--- src/sv/tlr_pkg.sv ---
`timescale 1ns / 1ps

package tlr_pkg;

	// Width of the seconds counters and of every limit register.
	localparam int CNT_W = 7;
	// Width of the configuration register index.
	localparam int ADDR_W = 3;
	// Width of the two-digit BCD count.
	localparam int BCD_W = 8;

	typedef logic [CNT_W-1:0] cnt_t;
	typedef logic [ADDR_W-1:0] addr_t;

	// Light phases, in the encoding seen on the lamp output.
	typedef enum logic [1:0] {
		PH_RED    = 2'd0,
		PH_YELLOW = 2'd1,
		PH_GREEN  = 2'd2,
		PH_WALK   = 2'd3
	} phase_t;

	// Configuration register indexes.
	localparam addr_t REG_RED_LIMIT     = 3'd0;
	localparam addr_t REG_YELLOW_LIMIT  = 3'd1;
	localparam addr_t REG_GREEN_LIMIT   = 3'd2;
	localparam addr_t REG_REQUEST_DELAY = 3'd3;
	localparam addr_t REG_WALK_LIMIT    = 3'd4;

	// Register values after reset.
	localparam cnt_t RST_RED_LIMIT     = 7'd11;
	localparam cnt_t RST_YELLOW_LIMIT  = 7'd8;
	localparam cnt_t RST_GREEN_LIMIT   = 7'd16;
	localparam cnt_t RST_REQUEST_DELAY = 7'd5;
	localparam cnt_t RST_WALK_LIMIT    = 7'd18;

	// Tens and ones of a count below 128. The tens digit comes from a
	// multiply by 205/2048, which is exact for every value in this range;
	// the high digit may exceed nine for counts of 100 and above.
	function automatic logic [BCD_W-1:0] bcd_of(input cnt_t v);
		logic [14:0] prod;
		logic [3:0]  tens;
		logic [3:0]  ones;
		prod = 15'(v) * 15'd205;
		tens = prod[14:11];
		ones = 4'(v - 7'(tens) * 7'd10);
		return {tens, ones};
	endfunction

endpackage

--- src/sv/tlr_if.sv ---
`timescale 1ns / 1ps

// One-second tick with the button flag.
interface tlr_in_if;
	logic valid;
	logic ready;
	logic button_seen;

	modport source (output valid, output button_seen, input ready);
	modport sink (input valid, input button_seen, output ready);
endinterface

// Phase, walk LED and BCD count after each tick.
interface tlr_out_if;
	logic                      valid;
	logic                      ready;
	logic [1:0]                lamp;
	logic                      walk_led;
	logic [tlr_pkg::BCD_W-1:0] count_bcd;

	modport source (output valid, output lamp, output walk_led, output count_bcd, input ready);
	modport sink (input valid, input lamp, input walk_led, input count_bcd, output ready);
endinterface

// Register write channel.
interface tlr_cfg_if;
	logic           valid;
	logic           ready;
	tlr_pkg::addr_t addr;
	tlr_pkg::cnt_t  data;

	modport source (output valid, output addr, output data, input ready);
	modport sink (input valid, input addr, input data, output ready);
endinterface

--- src/sv/traffic_light_with_request.sv ---
`timescale 1ns / 1ps

// Traffic light controller with a pedestrian request button.
// The tick channel carries one beat per elapsed second, flagging whether the
// button was pressed during that second. Every tick beat yields exactly one
// beat on the result channel: the phase after the tick (red, yellow, green
// or walk), the walk LED and the seconds count as two BCD digits.
// The phase update is a single pass of logic from the state registers into
// the result register, so a result appears in the cycle after its tick is
// taken, and a tick can be taken in every cycle while the receiver does not stall.
// When the receiver stalls, the result register holds its beat and the block
// takes one more tick only if that register drains in the same cycle, so
// ticks back up without loss.
// The cfg channel writes the five limit registers and is always ready;
// writes to indexes above four are dropped. Write only while idle.
// Reset puts the light in red with both counters and the request latch
// cleared, and loads the default limits 11, 8, 16, 5 and 18 seconds.
module traffic_light_with_request (
	input  logic          clk,
	input  logic          arst_n,
	tlr_in_if.sink        tick,
	tlr_out_if.source     result,
	tlr_cfg_if.sink       cfg
);

	tlr_pkg::cnt_t   red_limit_q;
	tlr_pkg::cnt_t   yellow_limit_q;
	tlr_pkg::cnt_t   green_limit_q;
	tlr_pkg::cnt_t   request_delay_q;
	tlr_pkg::cnt_t   walk_limit_q;

	tlr_pkg::phase_t phase_q;
	tlr_pkg::cnt_t   second_count_q;
	logic            latch_q;
	tlr_pkg::cnt_t   request_count_q;

	logic                      out_valid_q;
	tlr_pkg::phase_t           out_phase_q;
	logic [tlr_pkg::BCD_W-1:0] out_bcd_q;

	tlr_pkg::phase_t phase_d;
	tlr_pkg::cnt_t   second_count_d;
	logic            latch_d;
	tlr_pkg::cnt_t   request_count_d;
	tlr_pkg::cnt_t   limit;
	tlr_pkg::phase_t successor;
	tlr_pkg::cnt_t   sc_inc;
	logic            tick_accept;

	assign tick.ready  = !out_valid_q || result.ready;
	assign tick_accept = tick.valid && tick.ready;
	assign cfg.ready   = 1'b1;

	// Configuration registers.
	always_ff @(posedge clk or negedge arst_n) begin
		if (!arst_n) begin
			red_limit_q     <= tlr_pkg::RST_RED_LIMIT;
			yellow_limit_q  <= tlr_pkg::RST_YELLOW_LIMIT;
			green_limit_q   <= tlr_pkg::RST_GREEN_LIMIT;
			request_delay_q <= tlr_pkg::RST_REQUEST_DELAY;
			walk_limit_q    <= tlr_pkg::RST_WALK_LIMIT;
		end else if (cfg.valid) begin
			case (cfg.addr)
				tlr_pkg::REG_RED_LIMIT:     red_limit_q     <= cfg.data;
				tlr_pkg::REG_YELLOW_LIMIT:  yellow_limit_q  <= cfg.data;
				tlr_pkg::REG_GREEN_LIMIT:   green_limit_q   <= cfg.data;
				tlr_pkg::REG_REQUEST_DELAY: request_delay_q <= cfg.data;
				tlr_pkg::REG_WALK_LIMIT:    walk_limit_q    <= cfg.data;
				default: ;
			endcase
		end
	end

	// Limit and successor of the light phase the tick starts in.
	always_comb begin
		case (phase_q)
			tlr_pkg::PH_RED: begin
				limit     = red_limit_q;
				successor = tlr_pkg::PH_YELLOW;
			end
			tlr_pkg::PH_YELLOW: begin
				limit     = yellow_limit_q;
				successor = tlr_pkg::PH_GREEN;
			end
			tlr_pkg::PH_GREEN: begin
				limit     = green_limit_q;
				successor = tlr_pkg::PH_RED;
			end
			default: begin
				limit     = walk_limit_q;
				successor = tlr_pkg::PH_GREEN;
			end
		endcase
	end

	// Next state for one tick. In a light phase the walk jump is taken first
	// and the phase limit check, on the possibly cleared count, overrides it.
	always_comb begin
		sc_inc          = second_count_q + 7'd1;
		phase_d         = phase_q;
		second_count_d  = sc_inc;
		latch_d         = latch_q;
		request_count_d = request_count_q;
		if (phase_q == tlr_pkg::PH_WALK) begin
			latch_d = 1'b0;
			if (sc_inc == limit) begin
				second_count_d = '0;
				phase_d        = successor;
			end
		end else begin
			latch_d = latch_q || tick.button_seen;
			if (latch_d) begin
				request_count_d = request_count_q + 7'd1;
			end
			if (request_count_d == request_delay_q) begin
				request_count_d = '0;
				second_count_d  = '0;
				phase_d         = tlr_pkg::PH_WALK;
			end
			if (second_count_d == limit) begin
				second_count_d = '0;
				phase_d        = successor;
			end
		end
	end

	// Controller state, advanced once per accepted tick.
	always_ff @(posedge clk or negedge arst_n) begin
		if (!arst_n) begin
			phase_q         <= tlr_pkg::PH_RED;
			second_count_q  <= '0;
			latch_q         <= 1'b0;
			request_count_q <= '0;
		end else if (tick_accept) begin
			phase_q         <= phase_d;
			second_count_q  <= second_count_d;
			latch_q         <= latch_d;
			request_count_q <= request_count_d;
		end
	end

	// Result register valid flag.
	always_ff @(posedge clk or negedge arst_n) begin
		if (!arst_n) begin
			out_valid_q <= 1'b0;
		end else if (tick.ready) begin
			out_valid_q <= tick.valid;
		end
	end

	// Result register payload.
	always_ff @(posedge clk) begin
		if (tick_accept) begin
			out_phase_q <= phase_d;
			out_bcd_q   <= tlr_pkg::bcd_of(second_count_d);
		end
	end

	assign result.valid     = out_valid_q;
	assign result.lamp      = out_phase_q;
	assign result.walk_led  = (out_phase_q == tlr_pkg::PH_WALK);
	assign result.count_bcd = out_bcd_q;

	// The walk phase is only entered with the request counter cleared, and
	// walk never counts requests.
	a_walk_rc_clear: assert property (@(posedge clk) disable iff (!arst_n)
		phase_q == tlr_pkg::PH_WALK |-> request_count_q == '0)
		else $error("request counter nonzero in walk phase");

	// A tick taken in walk leaves the request latch clear.
	a_walk_clears_latch: assert property (@(posedge clk) disable iff (!arst_n)
		tick_accept && phase_q == tlr_pkg::PH_WALK |=> !latch_q)
		else $error("request latch survived a walk tick");

	// Every accepted tick shows up as a result beat in the next cycle.
	a_result_follows: assert property (@(posedge clk) disable iff (!arst_n)
		tick_accept |=> result.valid)
		else $error("accepted tick produced no result");

	// The result phase matches the controller phase that the tick leads to.
	a_result_matches_state: assert property (@(posedge clk) disable iff (!arst_n)
		tick_accept |=> result.lamp == phase_q)
		else $error("result phase differs from controller phase");

endmodule

--- src/flat_wrapper.sv ---
// flat-port wrapper written by rule: the top's interface ports become plain ports
module traffic_light_with_request_flat 
  (clk, arst_n, tick_valid, tick_button_seen, tick_ready, result_valid, result_lamp, result_walk_led, result_count_bcd, result_ready, cfg_valid, cfg_addr, cfg_data, cfg_ready);
  tlr_in_if tick_i ();
  tlr_out_if result_i ();
  tlr_cfg_if cfg_i ();
  input  logic clk;
  input  logic arst_n;
  input wire logic [$bits(tick_i.valid)-1:0] tick_valid;
  input wire logic [$bits(tick_i.button_seen)-1:0] tick_button_seen;
  output wire logic [$bits(tick_i.ready)-1:0] tick_ready;
  output wire logic [$bits(result_i.valid)-1:0] result_valid;
  output wire logic [$bits(result_i.lamp)-1:0] result_lamp;
  output wire logic [$bits(result_i.walk_led)-1:0] result_walk_led;
  output wire logic [$bits(result_i.count_bcd)-1:0] result_count_bcd;
  input wire logic [$bits(result_i.ready)-1:0] result_ready;
  input wire logic [$bits(cfg_i.valid)-1:0] cfg_valid;
  input wire logic [$bits(cfg_i.addr)-1:0] cfg_addr;
  input wire logic [$bits(cfg_i.data)-1:0] cfg_data;
  output wire logic [$bits(cfg_i.ready)-1:0] cfg_ready;
  assign tick_i.valid = tick_valid;
  assign tick_i.button_seen = tick_button_seen;
  assign tick_ready = tick_i.ready;
  assign result_valid = result_i.valid;
  assign result_lamp = result_i.lamp;
  assign result_walk_led = result_i.walk_led;
  assign result_count_bcd = result_i.count_bcd;
  assign result_i.ready = result_ready;
  assign cfg_i.valid = cfg_valid;
  assign cfg_i.addr = cfg_addr;
  assign cfg_i.data = cfg_data;
  assign cfg_ready = cfg_i.ready;
  traffic_light_with_request u_core (.clk(clk), .arst_n(arst_n), .tick(tick_i), .result(result_i), .cfg(cfg_i));
endmodule
--- config.mk ---
export PLATFORM = sky130hd
export DESIGN_NAME = traffic_light_with_request_flat
export DESIGN_NICKNAME = d
export VERILOG_FILES = /design/src/sv/tlr_pkg.sv /design/src/sv/tlr_if.sv /design/src/sv/traffic_light_with_request.sv /design/src/flat_wrapper.sv
export SDC_FILE = /design/constraint.sdc
export NUM_CORES = 1
export LEC_CHECK = 0
export ABC_AREA = 1
export BUFFER_PORTS_ARGS = -buffer_cell sky130_fd_sc_hd__buf_4
export CAP_MARGIN = 10
export CELL_PAD_IN_SITES_DETAIL_PLACEMENT = 0
export CELL_PAD_IN_SITES_GLOBAL_PLACEMENT = 2
export CORE_MARGIN = 2
export CORE_UTILIZATION = 33
export CTS_BUF_LIST = sky130_fd_sc_hd__clkbuf_4 sky130_fd_sc_hd__clkbuf_8 sky130_fd_sc_hd__clkbuf_16
export DETAILED_ROUTE_END_ITERATION = 7
export HOLD_SLACK_MARGIN = 0.1
export MAX_ROUTING_LAYER = met4
export PLACE_DENSITY_LB_ADDON = 0.2
export REMOVE_ABC_BUFFERS = 1
export SLEW_MARGIN = 20
export SYNTH_ARGS = -nofsm -noshare
export SYNTH_HDL_FRONTEND = slang
export SYNTH_SLANG_ARGS = --single-unit
--- constraint.sdc ---
create_clock -name clk -period 6.1 [get_ports clk]
set_input_delay 1.22 -clock clk [delete_from_list [all_inputs] [get_ports clk]]
set_output_delay 1.22 -clock clk [all_outputs]
set_load 0.02 [all_outputs]
==> impl_metrics.sql, run 1 <==
INSERT INTO impl_metrics (metric_group, metric, value, unit) VALUES
('die', 'chipWidth', '118.8', 'um'),
('detailed_routing', 'wire_per_inst', '13.14', 'um'),
('detailed_routing', 'post_drt_via_cell_ratio', '4.562', ''),
('hold_path', 'holdCritPathClass', 'reg -> reg', ''),
('clock_network', 'cts_tree', 'done', ''),
('detailed_routing', 'route.detailed.drc', '0', ''),
('cells_and_area', 'area_growth_syn_to_layout', '37.86', '%'),
('yosys', 'postSynthCellCount', '544', ''),
('grt', 'grt_start_max_net_pins', '54', ''),
('placed_design', 'buffer_ports.inserted', '28', ''),
('yosys', 'yosysWarningCount', '0', ''),
('worst_setup_path', 'worstPathRequired', '6190', 'ps'),
('worst_setup_path', 'critical_path.max_stage_delay', '460', 'ps'),
('placed_design', 'gp_congestion', '0.8487', ''),
('placed_design', 'dpl.hpwl', '8.373', 'mm'),
('yosys', 'synth_top_area_share', '25.34', '%'),
('grt', 'global_route.usage.total', '17.42', '%'),
('worst_setup_path', 'path_class', 'in -> reg', ''),
('yosys', 'synth-edff-count', '10', ''),
('timing', 'finalSetupViolCount', '5', ''),
('die', 'die_height', '118.8', 'um'),
('worst_setup_path', 'timing.critical_path.mode_cell', 'sky130_fd_sc_hd__nand2_1', ''),
('cells_and_area', 'layout-drive-gt1-share', '34.23', '%'),
('yosys', 'synth.yosys.seq_area_share', '37.69', '%'),
('yosys', 'yosys_register_bits', '63', ''),
('timing', 'final_worst_path_period_share', '110.3', '%'),
('die', 'placeableCoreArea', '12720', 'um^2'),
('detailed_routing', 'num_vias', '3837', ''),
('status', 'status', 'complete, but fails checks', ''),
('timing', 'setup_repair_after_global_routing_missed_its_margin', 'true', ''),
('clock_network', 'cts_num_sinks', '63', ''),
('detailed_routing', 'wl', '11.05', 'mm'),
('yosys', 'synth.lib_cells_used.distinct', '37', ''),
('clock_network', 'cts.htree.levels', '3', ''),
('die', 'floorplan.die_area', '14100', 'um^2'),
('clock_network', 'postCtsHoldBufs', '0', ''),
('yosys', 'cell_area_after_technology_mapping', '4345', 'um^2'),
('cells_and_area', 'nNetsFinal', '723', ''),
('timing', 'final_hold_viol_count', '0', ''),
('detailed_routing', 'number_of_drc_markers_after_the_initial_detailed_route_iteration', '191', ''),
('worst_setup_path', 'end_kind', 'flop', ''),
('timing', 'post-route-min-period', '6731', 'ps'),
('grt', 'grt_antenna_before_repair', '0', ''),
('yosys', 'asyncSetResetFlopFracSynth', '84.13', '%'),
('cells_and_area', 'final_util', '47.09', '%'),
('yosys', 'synth_top_area_cell', 'sky130_fd_sc_hd__dfrtp_1', ''),
('die', 'start_util', '34.16', '%'),
('grt', 'grt_pass1_vias', '3752', ''),
('timing', 'fin_tns_setup', '-1852', 'ps'),
('detailed_routing', 'dr.pass1.iters', '4', ''),
('status', 'failing_checks', 'negative setup slack', ''),
('timing', 'timing.clock.skew', '7.090', 'ps'),
('clock_network', 'clock_pin_slew_reported_for_the_worst_setup_and_hold_paths_after_clock_tree_synthesis', '50', 'ps'),
('die', 'num_io_pins', '30', ''),
('job', 'number_of_max_cap_violations', '0', ''),
('worst_setup_path', 'start_kind', 'primary input', ''),
('timing', 'report.final.slew_viol_count', '0', ''),
('worst_setup_path', 'crit_path_arrival_time', '6820', 'ps'),
('yosys', 'synth.area.top_cells', 'sky130_fd_sc_hd__dfrtp_1 25%, sky130_fd_sc_hd__nand2_1 12%, sky130_fd_sc_hd__ha_1 9.8%', ''),
('timing', 'max-slew-margin-rel', '45.65', '%'),
('worst_setup_path', 'critical_path_peak_fanout', '8', ''),
('worst_setup_path', 'crit_path_top_delay_cell', 'sky130_fd_sc_hd__fa_1', ''),
('clock_network', 'cts_inserted_buffers', '9', ''),
('cells_and_area', 'n_antenna_cell', '0', ''),
('detailed_routing', 'final_antenna_net_count', '0', ''),
('timing', 'finalWorstSetupSlack', '-631.1', 'ps'),
('clock_network', 'clock_latency', '340', 'ps'),
('timing', 'max_freq', '148.6', 'MHz'),
('timing', 'worst-slew-pin-transition', '812.2', 'ps'),
('clock_network', 'cts_root_buffer', 'sky130_fd_sc_hd__clkbuf_16', ''),
('yosys', 'postSynthAreaPerCell', '7.988', 'um^2'),
('yosys', 'synthFlopType', 'sky130_fd_sc_hd__dfrtp_1', ''),
('die', 'placementRows', '41', ''),
('grt', 'first_pass_grt_wire_length', '18.83', 'mm'),
('grt', 'globalRoute.totalOverflow', '0', ''),
('clock_network', 'clock_path_buffers', '2', '');
[metal layers]
layer | global-route usage (%) | vias to the layer above | part of all wire (%)
met5 | - | - | 0
met4 | 5.729 | 0 | 1.5
met3 | 3.764 | 10 | 3.7
met2 | 24.82 | 51 | 44
met1 | 24.50 | 1785 | 51
li1 | - | 1991 | -
[through the flow]
| step | hold WS (ps) | std cells | area (um^2) | setup WS (ps) |
|---|---|---|---|---|
| floorplan | 447.8 | 532 | 4278 | -877.1 |
| global placement | 464.7 | 807 | 5266 | -1222 |
| detailed placement | 472.6 | 807 | 5266 | -1269 |
| CTS | 487.7 | 837 | 5783 | -702.8 |
| global route | 516.5 | 841 | 5991 | -1057 |
| finish | 481.1 | 841 | 5991 | -631.1 |
[layout make-up]
type	count	area [um^2]
Clock buffer	12	271.5
Clock inverter	4	50.05
Fill cell	1292	6731
Inverter	84	327.8
Multi-Input combinational cell	386	2569
Sequential cell	63	1638
Tap cell	172	215.2
Timing Repair Buffer	120	919.6
[cell families (layout without fill, tap and decap cells)]
group	count (synthesis)	in the layout	share of synthesized area [%]
buffers and inverters	96	220	8.811
other	1	1	0.08630
AO/OA/AOI/OAI	76	76	9.444
adder cells (fa/ha/maj)	43	43	13.94
XOR/XNOR	13	13	2.620
AND/OR/NAND/NOR	252	253	27.41
flip-flops	63	63	37.69
[cells in the mapped netlist, types with 2 or more instances]
library cell and count:
sky130_fd_sc_hd__a21oi_1 2, sky130_fd_sc_hd__a31oi_1 4, sky130_fd_sc_hd__buf_2 2, sky130_fd_sc_hd__clkbuf_1 8
sky130_fd_sc_hd__dfrtp_1 44, sky130_fd_sc_hd__dfstp_2 9, sky130_fd_sc_hd__edfxtp_1 10, sky130_fd_sc_hd__fa_1 9
sky130_fd_sc_hd__ha_1 34, sky130_fd_sc_hd__inv_1 76, sky130_fd_sc_hd__inv_2 8, sky130_fd_sc_hd__nand2_1 144
sky130_fd_sc_hd__nand2_2 17, sky130_fd_sc_hd__nand2_4 3, sky130_fd_sc_hd__nand3_1 35, sky130_fd_sc_hd__nand3_2 4
sky130_fd_sc_hd__nand3b_1 5, sky130_fd_sc_hd__nand3b_2 3, sky130_fd_sc_hd__nand4_1 4, sky130_fd_sc_hd__nor2_1 20
sky130_fd_sc_hd__nor2_2 10, sky130_fd_sc_hd__nor2_4 3, sky130_fd_sc_hd__o21ai_0 51, sky130_fd_sc_hd__o21ai_1 10
sky130_fd_sc_hd__o21ai_2 2, sky130_fd_sc_hd__o22ai_1 4, sky130_fd_sc_hd__xor2_1 13
[cell usage in the layout, fill, tap and decap left out, drive strengths merged]
master   netlist  layout
nand3         39      39
a221o          1       1
o22ai          4       4
nand4          4       4
bufinv         0       1
nand2        164     165
a21oi          2       2
buf            4     120
ha            34      34
nor2          33      33
xor2          13      13
dfrtp         44      44
clkbuf         8      12
nand3b         8       8
a2111oi        1       1
o21ai         63      63
nor4           1       1
edfxtp        10      10
inv           84      86
nor3           2       2
dfstp          9       9
clkinv         0       1
o32ai          1       1
fa             9       9
conb           1       1
or2            1       1
a31oi          4       4
[critical path: cells and delay by family]
kind / cells / cell delay, ps
AOI/OAI and AO/OA: 4 / 850
and+or+nand+nor: 20 / 1650
adders and majority gates: 6 / 2080
buffers and inverters: 9 / 640
xor gates and xnor gates: 2 / 360
[state kept, by name, summed over array words and instances, names as in the netlist]
register                 flops
u_core.second_count_q        7
u_core.request_delay_q       7
u_core.green_limit_q         7
u_core.latch_q               1
u_core.walk_limit_q          7
u_core.request_count_q       7
u_core.phase_q               2
u_core.red_limit_q           7
u_core.result.valid          1
u_core.yellow_limit_q        7
u_core.result.count_bcd      8
u_core.result.lamp           2
[path summary, 6_finish.rpt]
path,from,to,slack (ps),depth (start not counted)
setup reg to reg,u_core.request_count_q[0],u_core.result.count_bcd[3],-130,40
hold reg to reg,u_core.yellow_limit_q[2],u_core.yellow_limit_q[2],480,2
max in group asynchronous,arst_n,u_core.latch_q,4680,1
min in group asynchronous,arst_n,u_core.green_limit_q[2],940,1
hold / removal,u_core.yellow_limit_q[2],u_core.yellow_limit_q[2],480,2
setup / recovery,tick_button_seen,u_core.result.count_bcd[3],-630,41
[timing repair]
item                                    CTS  global route
pin swaps                                27            40
setup buffers                            13             8
resized for setup                        28            31
cloned                                    1             0
endpoints found under the setup margin    6             7
Power of run 1 is not shown: default switching activity piles up to over one toggle a cycle in this logic, so the estimate is an artifact.
==> inputs of run 2 (changes only) <==
Settings changed: SKIP_CTS_REPAIR_TIMING set to 1, TNS_END_PERCENT set to 10.
==> run 2 against run 1 <==
The run still ends with negative setup slack left. Maximum frequency decreased by 1.4%. Critical path depth unchanged. Register-to-register slack got worse by 110 ps. Worst hold slack about the same. Clock-buffer cell count unchanged. Critical path type unchanged. Sequential share of layout area increased by 1.5 points. Core utilization decreased by 2.4 points. Non-clock buffer count decreased by 16. Setup slack got worse by 92 ps. Critical endpoint unchanged. Cell area decreased by 5.2%. First-iteration DRC count decreased by 1.6%. Die area unchanged.
==> impl_metrics.sql, run 2 (synthesis results as in run 1) <==
INSERT INTO impl_metrics (metric_group, metric, value, unit) VALUES
('detailed_routing', 'wire_per_inst', '13.11', 'um'),
('detailed_routing', 'route.detailed.drc', '0', ''),
('grt', 'first_pass_grt_wire_length', '18.23', 'mm'),
('status', 'failing_checks', 'negative setup slack', ''),
('clock_network', 'cts_root_buffer', 'sky130_fd_sc_hd__clkbuf_16', ''),
('cells_and_area', 'final_common_cell', 'sky130_fd_sc_hd__nand2_1', ''),
('die', 'floorplan.die_area', '14100', 'um^2'),
('clock_network', 'cts_num_sinks', '63', ''),
('grt', 'groute.layer.met1.usage', '24.11', '%'),
('clock_network', 'clock_latency', '340', 'ps'),
('worst_setup_path', 'timing.critical_path.mode_cell', 'sky130_fd_sc_hd__nand2_1', ''),
('detailed_routing', 'dr.pass1.iters', '4', ''),
('grt', 'global_route.usage.total', '16.92', '%'),
('worst_setup_path', 'crit_path_arrival_time', '6920', 'ps'),
('clock_network', 'cts.htree.levels', '3', ''),
('detailed_routing', 'post_drt_via_cell_ratio', '4.556', ''),
('clock_network', 'cts_tree', 'done', ''),
('grt', 'grt.met2_usage', '23.96', '%'),
('placed_design', 'dpl.hpwl', '8.373', 'mm'),
('worst_setup_path', 'path_class', 'in -> reg', ''),
('grt', 'global_route.usage.met3', '3.620', '%'),
('detailed_routing', 'wl', '10.82', 'mm'),
('clock_network', 'clock_pin_slew_reported_for_the_worst_setup_and_hold_paths_after_clock_tree_synthesis', '50', 'ps'),
('timing', 'worst-slew-pin-transition', '828.3', 'ps'),
('die', 'num_io_pins', '30', ''),
('timing', 'max_freq', '146.6', 'MHz'),
('detailed_routing', 'final_antenna_net_count', '0', ''),
('timing', 'report.final.slew_viol_count', '0', ''),
('worst_setup_path', 'worstPathRequired', '6190', 'ps'),
('die', 'placeableCoreArea', '12720', 'um^2'),
('cells_and_area', 'largest_register_ffs', '8', ''),
('timing', 'final_worst_path_period_share', '111.9', '%'),
('placed_design', 'preCtsSetupSlack', '-1269', 'ps'),
('cells_and_area', 'nNetsFinal', '707', ''),
('placed_design', 'gp_congestion', '0.8487', ''),
('worst_setup_path', 'critical_path_peak_fanout', '8', ''),
('grt', 'globalRoute.totalOverflow', '0', ''),
('cells_and_area', 'n_fill_cell', '1316', ''),
('grt', 'grt_antenna_before_repair', '0', ''),
('placed_design', 'buffer_ports.inserted', '28', ''),
('timing', 'finalWorstSetupSlack', '-723.5', 'ps'),
('timing', 'final_layout_worst_hold_slack', '481.1', 'ps'),
('cells_and_area', 'final_cell_mix', '142 x sky130_fd_sc_hd__nand2_1, 104 x sky130_fd_sc_hd__buf_4, 72 x sky130_fd_sc_hd__inv_1', ''),
('die', 'start_util', '34.16', '%'),
('grt', 'grt_pass1_vias', '3611', ''),
('status', 'status', 'complete, but fails checks', ''),
('grt', 'grt-busiest-layer', 'met1', ''),
('cells_and_area', 'final_util', '44.64', '%'),
('die', 'placementRows', '41', ''),
('cells_and_area', 'n_antenna_cell', '0', ''),
('job', 'number_of_max_cap_violations', '0', ''),
('timing', 'timing.clock.skew', '8.000', 'ps'),
('detailed_routing', 'num_vias', '3759', ''),
('timing', 'post-route-min-period', '6824', 'ps'),
('timing', 'final_hold_viol_count', '0', ''),
('cells_and_area', 'layout-drive-gt1-share', '30.32', '%'),
('timing', 'fin_tns_setup', '-2058', 'ps'),
('clock_network', 'clock_path_buffers', '2', ''),
('timing', 'setup_repair_after_global_routing_missed_its_margin', 'true', ''),
('die', 'chipWidth', '118.8', 'um'),
('detailed_routing', 'number_of_drc_markers_after_the_initial_detailed_route_iteration', '188', ''),
('grt', 'grt_start_max_net_pins', '54', ''),
('timing', 'finalSetupViolCount', '6', ''),
('hold_path', 'holdCritPathClass', 'reg -> reg', ''),
('worst_setup_path', 'critical_path.max_stage_delay', '540', 'ps'),
('worst_setup_path', 'end_kind', 'flop', ''),
('clock_network', 'cts_inserted_buffers', '9', ''),
('worst_setup_path', 'crit_path_top_delay_cell', 'sky130_fd_sc_hd__fa_1', ''),
('timing', 'max-slew-margin-rel', '44.57', '%'),
('worst_setup_path', 'start_kind', 'primary input', ''),
('die', 'die_height', '118.8', 'um'),
('cells_and_area', 'area_growth_syn_to_layout', '30.69', '%');
-- run 2: cell types whose count changed in the layout (fill, tap and decap cells not counted), sizes merged --
cell | before | now
buf | 120 | 104
-- run 2: area by class of cell --
type                            instances  area [um^2]  area share, %
Clock inverter                          4        50.05         0.8813
Multi-Input combinational cell        386         2409          42.41
Tap cell                              172        215.2          3.789
Inverter                               84        315.3          5.552
Sequential cell                        63         1638          28.84
Timing Repair Buffer                  104        780.7          13.75
Clock buffer                           12        271.5          4.781
-- run 2: path summary, 6_finish.rpt --
kind                            slack, ps                      start  cells after the start                          to
worst max register to register       -240  u_core.request_count_q[0]                     40  u_core.result.count_bcd[3]
worst max-delay path                 -720           tick_button_seen                     41  u_core.result.count_bcd[3]
max in group asynchronous            4680                     arst_n                      1              u_core.latch_q
worst min register to register        480   u_core.yellow_limit_q[2]                      2    u_core.yellow_limit_q[2]
worst min-delay path                  480   u_core.yellow_limit_q[2]                      2    u_core.yellow_limit_q[2]
min in group asynchronous             940                     arst_n                      1     u_core.green_limit_q[2]
-- run 2: metal layers --
metal  vias up  share of wire (%)
met5         -                  0
met1      1747                 51
met2        48                 44
met4         0                1.4
met3         9                3.9
li1       1955                  -
-- run 2: per-stage QoR --
stage / cell area, um^2 / instances
floorplan: 4278 / 532
global placement: 5266 / 807
detailed placement: 5266 / 807
CTS: 5588 / 823
global route: 5679 / 825
finish: 5679 / 825
-- run 2: critical path: cells and delay by family --
| family | cells | cell delay [ps] |
|---|---|---|
| XOR/XNOR | 2 | 350 |
| AO/OA/AOI/OAI | 4 | 940 |
| buffers and inverters | 9 | 700 |
| AND/OR/NAND/NOR | 20 | 1650 |
| adder cells (fa/ha/maj) | 6 | 2040 |
Power of run 2 is left out for the same reason.
==> inputs of run 3 (changes only) <==
Settings changed: SKIP_CTS_REPAIR_TIMING 1 to not set.
==> run 3 against run 2 <==
The flow still finishes with violations (negative setup slack). Non-clock buffer count grew 12. Cell count grew 1.5%. Critical endpoint unchanged. Worst hold slack is essentially flat. Global-route usage grew 0.49 points. Clock-buffer cell count is the same. Critical path type unchanged. Via count grew 1.2%. Critical path depth grew 8.
==> impl_metrics.sql, run 3 (synthesis results as in run 1) <==
INSERT INTO impl_metrics (metric_group, metric, value, unit) VALUES
('clock_network', 'clock_pin_slew_reported_for_the_worst_setup_and_hold_paths_after_clock_tree_synthesis', '50', 'ps'),
('worst_setup_path', 'crit_path_top_delay_cell', 'sky130_fd_sc_hd__fa_1', ''),
('die', 'num_io_pins', '30', ''),
('worst_setup_path', 'worstPathRequired', '6190', 'ps'),
('timing', 'finalSetupViolCount', '5', ''),
('detailed_routing', 'wl', '11.03', 'mm'),
('worst_setup_path', 'critical_path.max_stage_delay', '460', 'ps'),
('grt', 'grt_antenna_before_repair', '0', ''),
('clock_network', 'cts.htree.levels', '3', ''),
('worst_setup_path', 'critical_path_peak_fanout', '8', ''),
('die', 'start_util', '34.16', '%'),
('worst_setup_path', 'end_kind', 'flop', ''),
('die', 'placeableCoreArea', '12720', 'um^2'),
('status', 'failing_checks', 'negative setup slack', ''),
('placed_design', 'buffer_ports.inserted', '28', ''),
('cells_and_area', 'n_fill_cell', '1299', ''),
('worst_setup_path', 'crit_path_arrival_time', '6820', 'ps'),
('die', 'placementRows', '41', ''),
('cells_and_area', 'largest_register_ffs', '8', ''),
('timing', 'final_hold_viol_count', '0', ''),
('cells_and_area', 'multiInputGateArea', '2551', 'um^2'),
('die', 'chipWidth', '118.8', 'um'),
('detailed_routing', 'post_drt_via_cell_ratio', '4.546', ''),
('grt', 'grt_start_max_net_pins', '54', ''),
('detailed_routing', 'dr.pass1.iters', '4', ''),
('placed_design', 'preCtsSetupSlack', '-1269', 'ps'),
('cells_and_area', 'layout-drive-gt1-share', '33.83', '%'),
('clock_network', 'cts_root_buffer', 'sky130_fd_sc_hd__clkbuf_16', ''),
('timing', 'timing.clock.skew', '7.674', 'ps'),
('die', 'floorplan.die_area', '14100', 'um^2'),
('timing', 'max_freq', '148.7', 'MHz'),
('clock_network', 'clock_latency', '340', 'ps'),
('detailed_routing', 'final_antenna_net_count', '0', ''),
('grt', 'global_route.usage.total', '17.41', '%'),
('job', 'number_of_max_cap_violations', '0', ''),
('clock_network', 'clock_path_buffers', '2', ''),
('timing', 'final_worst_path_period_share', '110.2', '%'),
('worst_setup_path', 'start_kind', 'primary input', ''),
('grt', 'globalRoute.totalOverflow', '0', ''),
('cells_and_area', 'final_common_cell', 'sky130_fd_sc_hd__nand2_1', ''),
('cells_and_area', 'sequential_standard_cell_area', '1638', 'um^2'),
('timing', 'post-route-min-period', '6725', 'ps'),
('worst_setup_path', 'path_class', 'in -> reg', ''),
('cells_and_area', 'n_antenna_cell', '0', ''),
('worst_setup_path', 'timing.critical_path.mode_cell', 'sky130_fd_sc_hd__nand2_1', ''),
('grt', 'grt_pass1_vias', '3749', ''),
('timing', 'finalWorstSetupSlack', '-624.9', 'ps'),
('detailed_routing', 'route.detailed.drc', '0', ''),
('status', 'status', 'complete, but fails checks', ''),
('timing', 'worst-slew-pin-transition', '817.3', 'ps'),
('placed_design', 'gp_congestion', '0.8487', ''),
('die', 'die_height', '118.8', 'um'),
('timing', 'max-slew-margin-rel', '45.31', '%'),
('detailed_routing', 'wire_per_inst', '13.18', 'um'),
('placed_design', 'dpl.hpwl', '8.373', 'mm'),
('clock_network', 'cts_num_sinks', '63', ''),
('cells_and_area', 'final_cell_mix', '137 x sky130_fd_sc_hd__nand2_1, 113 x sky130_fd_sc_hd__buf_4, 70 x sky130_fd_sc_hd__inv_1', ''),
('clock_network', 'cts_inserted_buffers', '9', ''),
('cells_and_area', 'area_growth_syn_to_layout', '36.51', '%'),
('timing', 'setup_repair_after_global_routing_missed_its_margin', 'true', ''),
('grt', 'first_pass_grt_wire_length', '18.82', 'mm'),
('clock_network', 'cts_tree', 'done', ''),
('detailed_routing', 'num_vias', '3805', ''),
('cells_and_area', 'nNetsFinal', '719', ''),
('hold_path', 'holdCritPathClass', 'reg -> reg', ''),
('timing', 'report.final.slew_viol_count', '0', ''),
('detailed_routing', 'number_of_drc_markers_after_the_initial_detailed_route_iteration', '179', '');
[run 3: cell count changes in the layout (fill, tap and decap cells not counted), moves of 2 or more]
cell | previous run | this run
sky130_fd_sc_hd__nor2_4 | 7 | 10
sky130_fd_sc_hd__nand2_8 | 0 | 2
sky130_fd_sc_hd__buf_6 | 0 | 2
sky130_fd_sc_hd__nand2_1 | 142 | 137
sky130_fd_sc_hd__inv_1 | 72 | 70
sky130_fd_sc_hd__ha_1 | 33 | 28
sky130_fd_sc_hd__ha_4 | 1 | 5
sky130_fd_sc_hd__inv_4 | 1 | 3
sky130_fd_sc_hd__nand2_2 | 20 | 23
sky130_fd_sc_hd__buf_4 | 104 | 113
sky130_fd_sc_hd__nor2_2 | 8 | 6
[run 3: area by class of cell]
cell class,instances,area share [%]
Clock inverter,4,0.8437
Timing Repair Buffer,116,14.93
Sequential cell,63,27.61
Tap cell,172,3.628
Inverter,84,5.400
Multi-Input combinational cell,386,43.01
Clock buffer,12,4.577
[run 3: per-layer routing]
metal / global-route usage, % / up-vias / wire, um
met3: 3.764 / 10 / 348
met2: 24.82 / 46 / 4854
met4: 5.729 / 0 / 171
met1: 24.48 / 1768 / 5654
met5: - / - / 0
li1: - / 1981 / -
[run 3: worst max-delay path: cells and delay by family]
| family | cells | cell delay (ps) |
|---|---|---|
| AOI/OAI and AO/OA | 1 | 150 |
| adders and majority gates | 7 | 2230 |
| buffers and inverters | 14 | 1120 |
| and+or+nand+nor | 27 | 2070 |
[run 3: what timing repair did]
item | CTS | global route
gates cloned | 1 | 0
hold buffers | 0 | 0
setup endpoints to repair | 6 | 7
pin swaps | 25 | 35
buffers inserted | 11 | 3
gates resized for setup | 25 | 27
[run 3: per-stage QoR]
step / util, % / hold WS, ps / std cells / cell area (um^2) / TNS (ps)
floorplan: - / 447.8 / 532 / 4278 / -2354
global placement: 41.39 / 464.7 / 807 / 5266 / -4877
detailed placement: 41.39 / 472.6 / 807 / 5266 / -5204
CTS: 45.29 / 487.7 / 835 / 5762 / -2252
global route: 46.63 / 516.5 / 837 / 5932 / -4746
finish: 46.63 / 481.1 / 837 / 5932 / -2008
[run 3: final timing paths]
| check | start | endpoint | slack (ps) | cells after the start |
|---|---|---|---|---|
| hold reg to reg | u_core.yellow_limit_q[2] | u_core.yellow_limit_q[2] | 480 | 2 |
| max in group asynchronous | arst_n | u_core.latch_q | 4680 | 1 |
| hold / removal | u_core.yellow_limit_q[2] | u_core.yellow_limit_q[2] | 480 | 2 |
| setup / recovery | tick_button_seen | u_core.result.count_bcd[3] | -620 | 49 |
| min in group asynchronous | arst_n | u_core.green_limit_q[5] | 940 | 1 |
| setup reg to reg | u_core.request_count_q[0] | u_core.result.count_bcd[3] | -130 | 48 |
Power of run 3 is left out for the same reason.
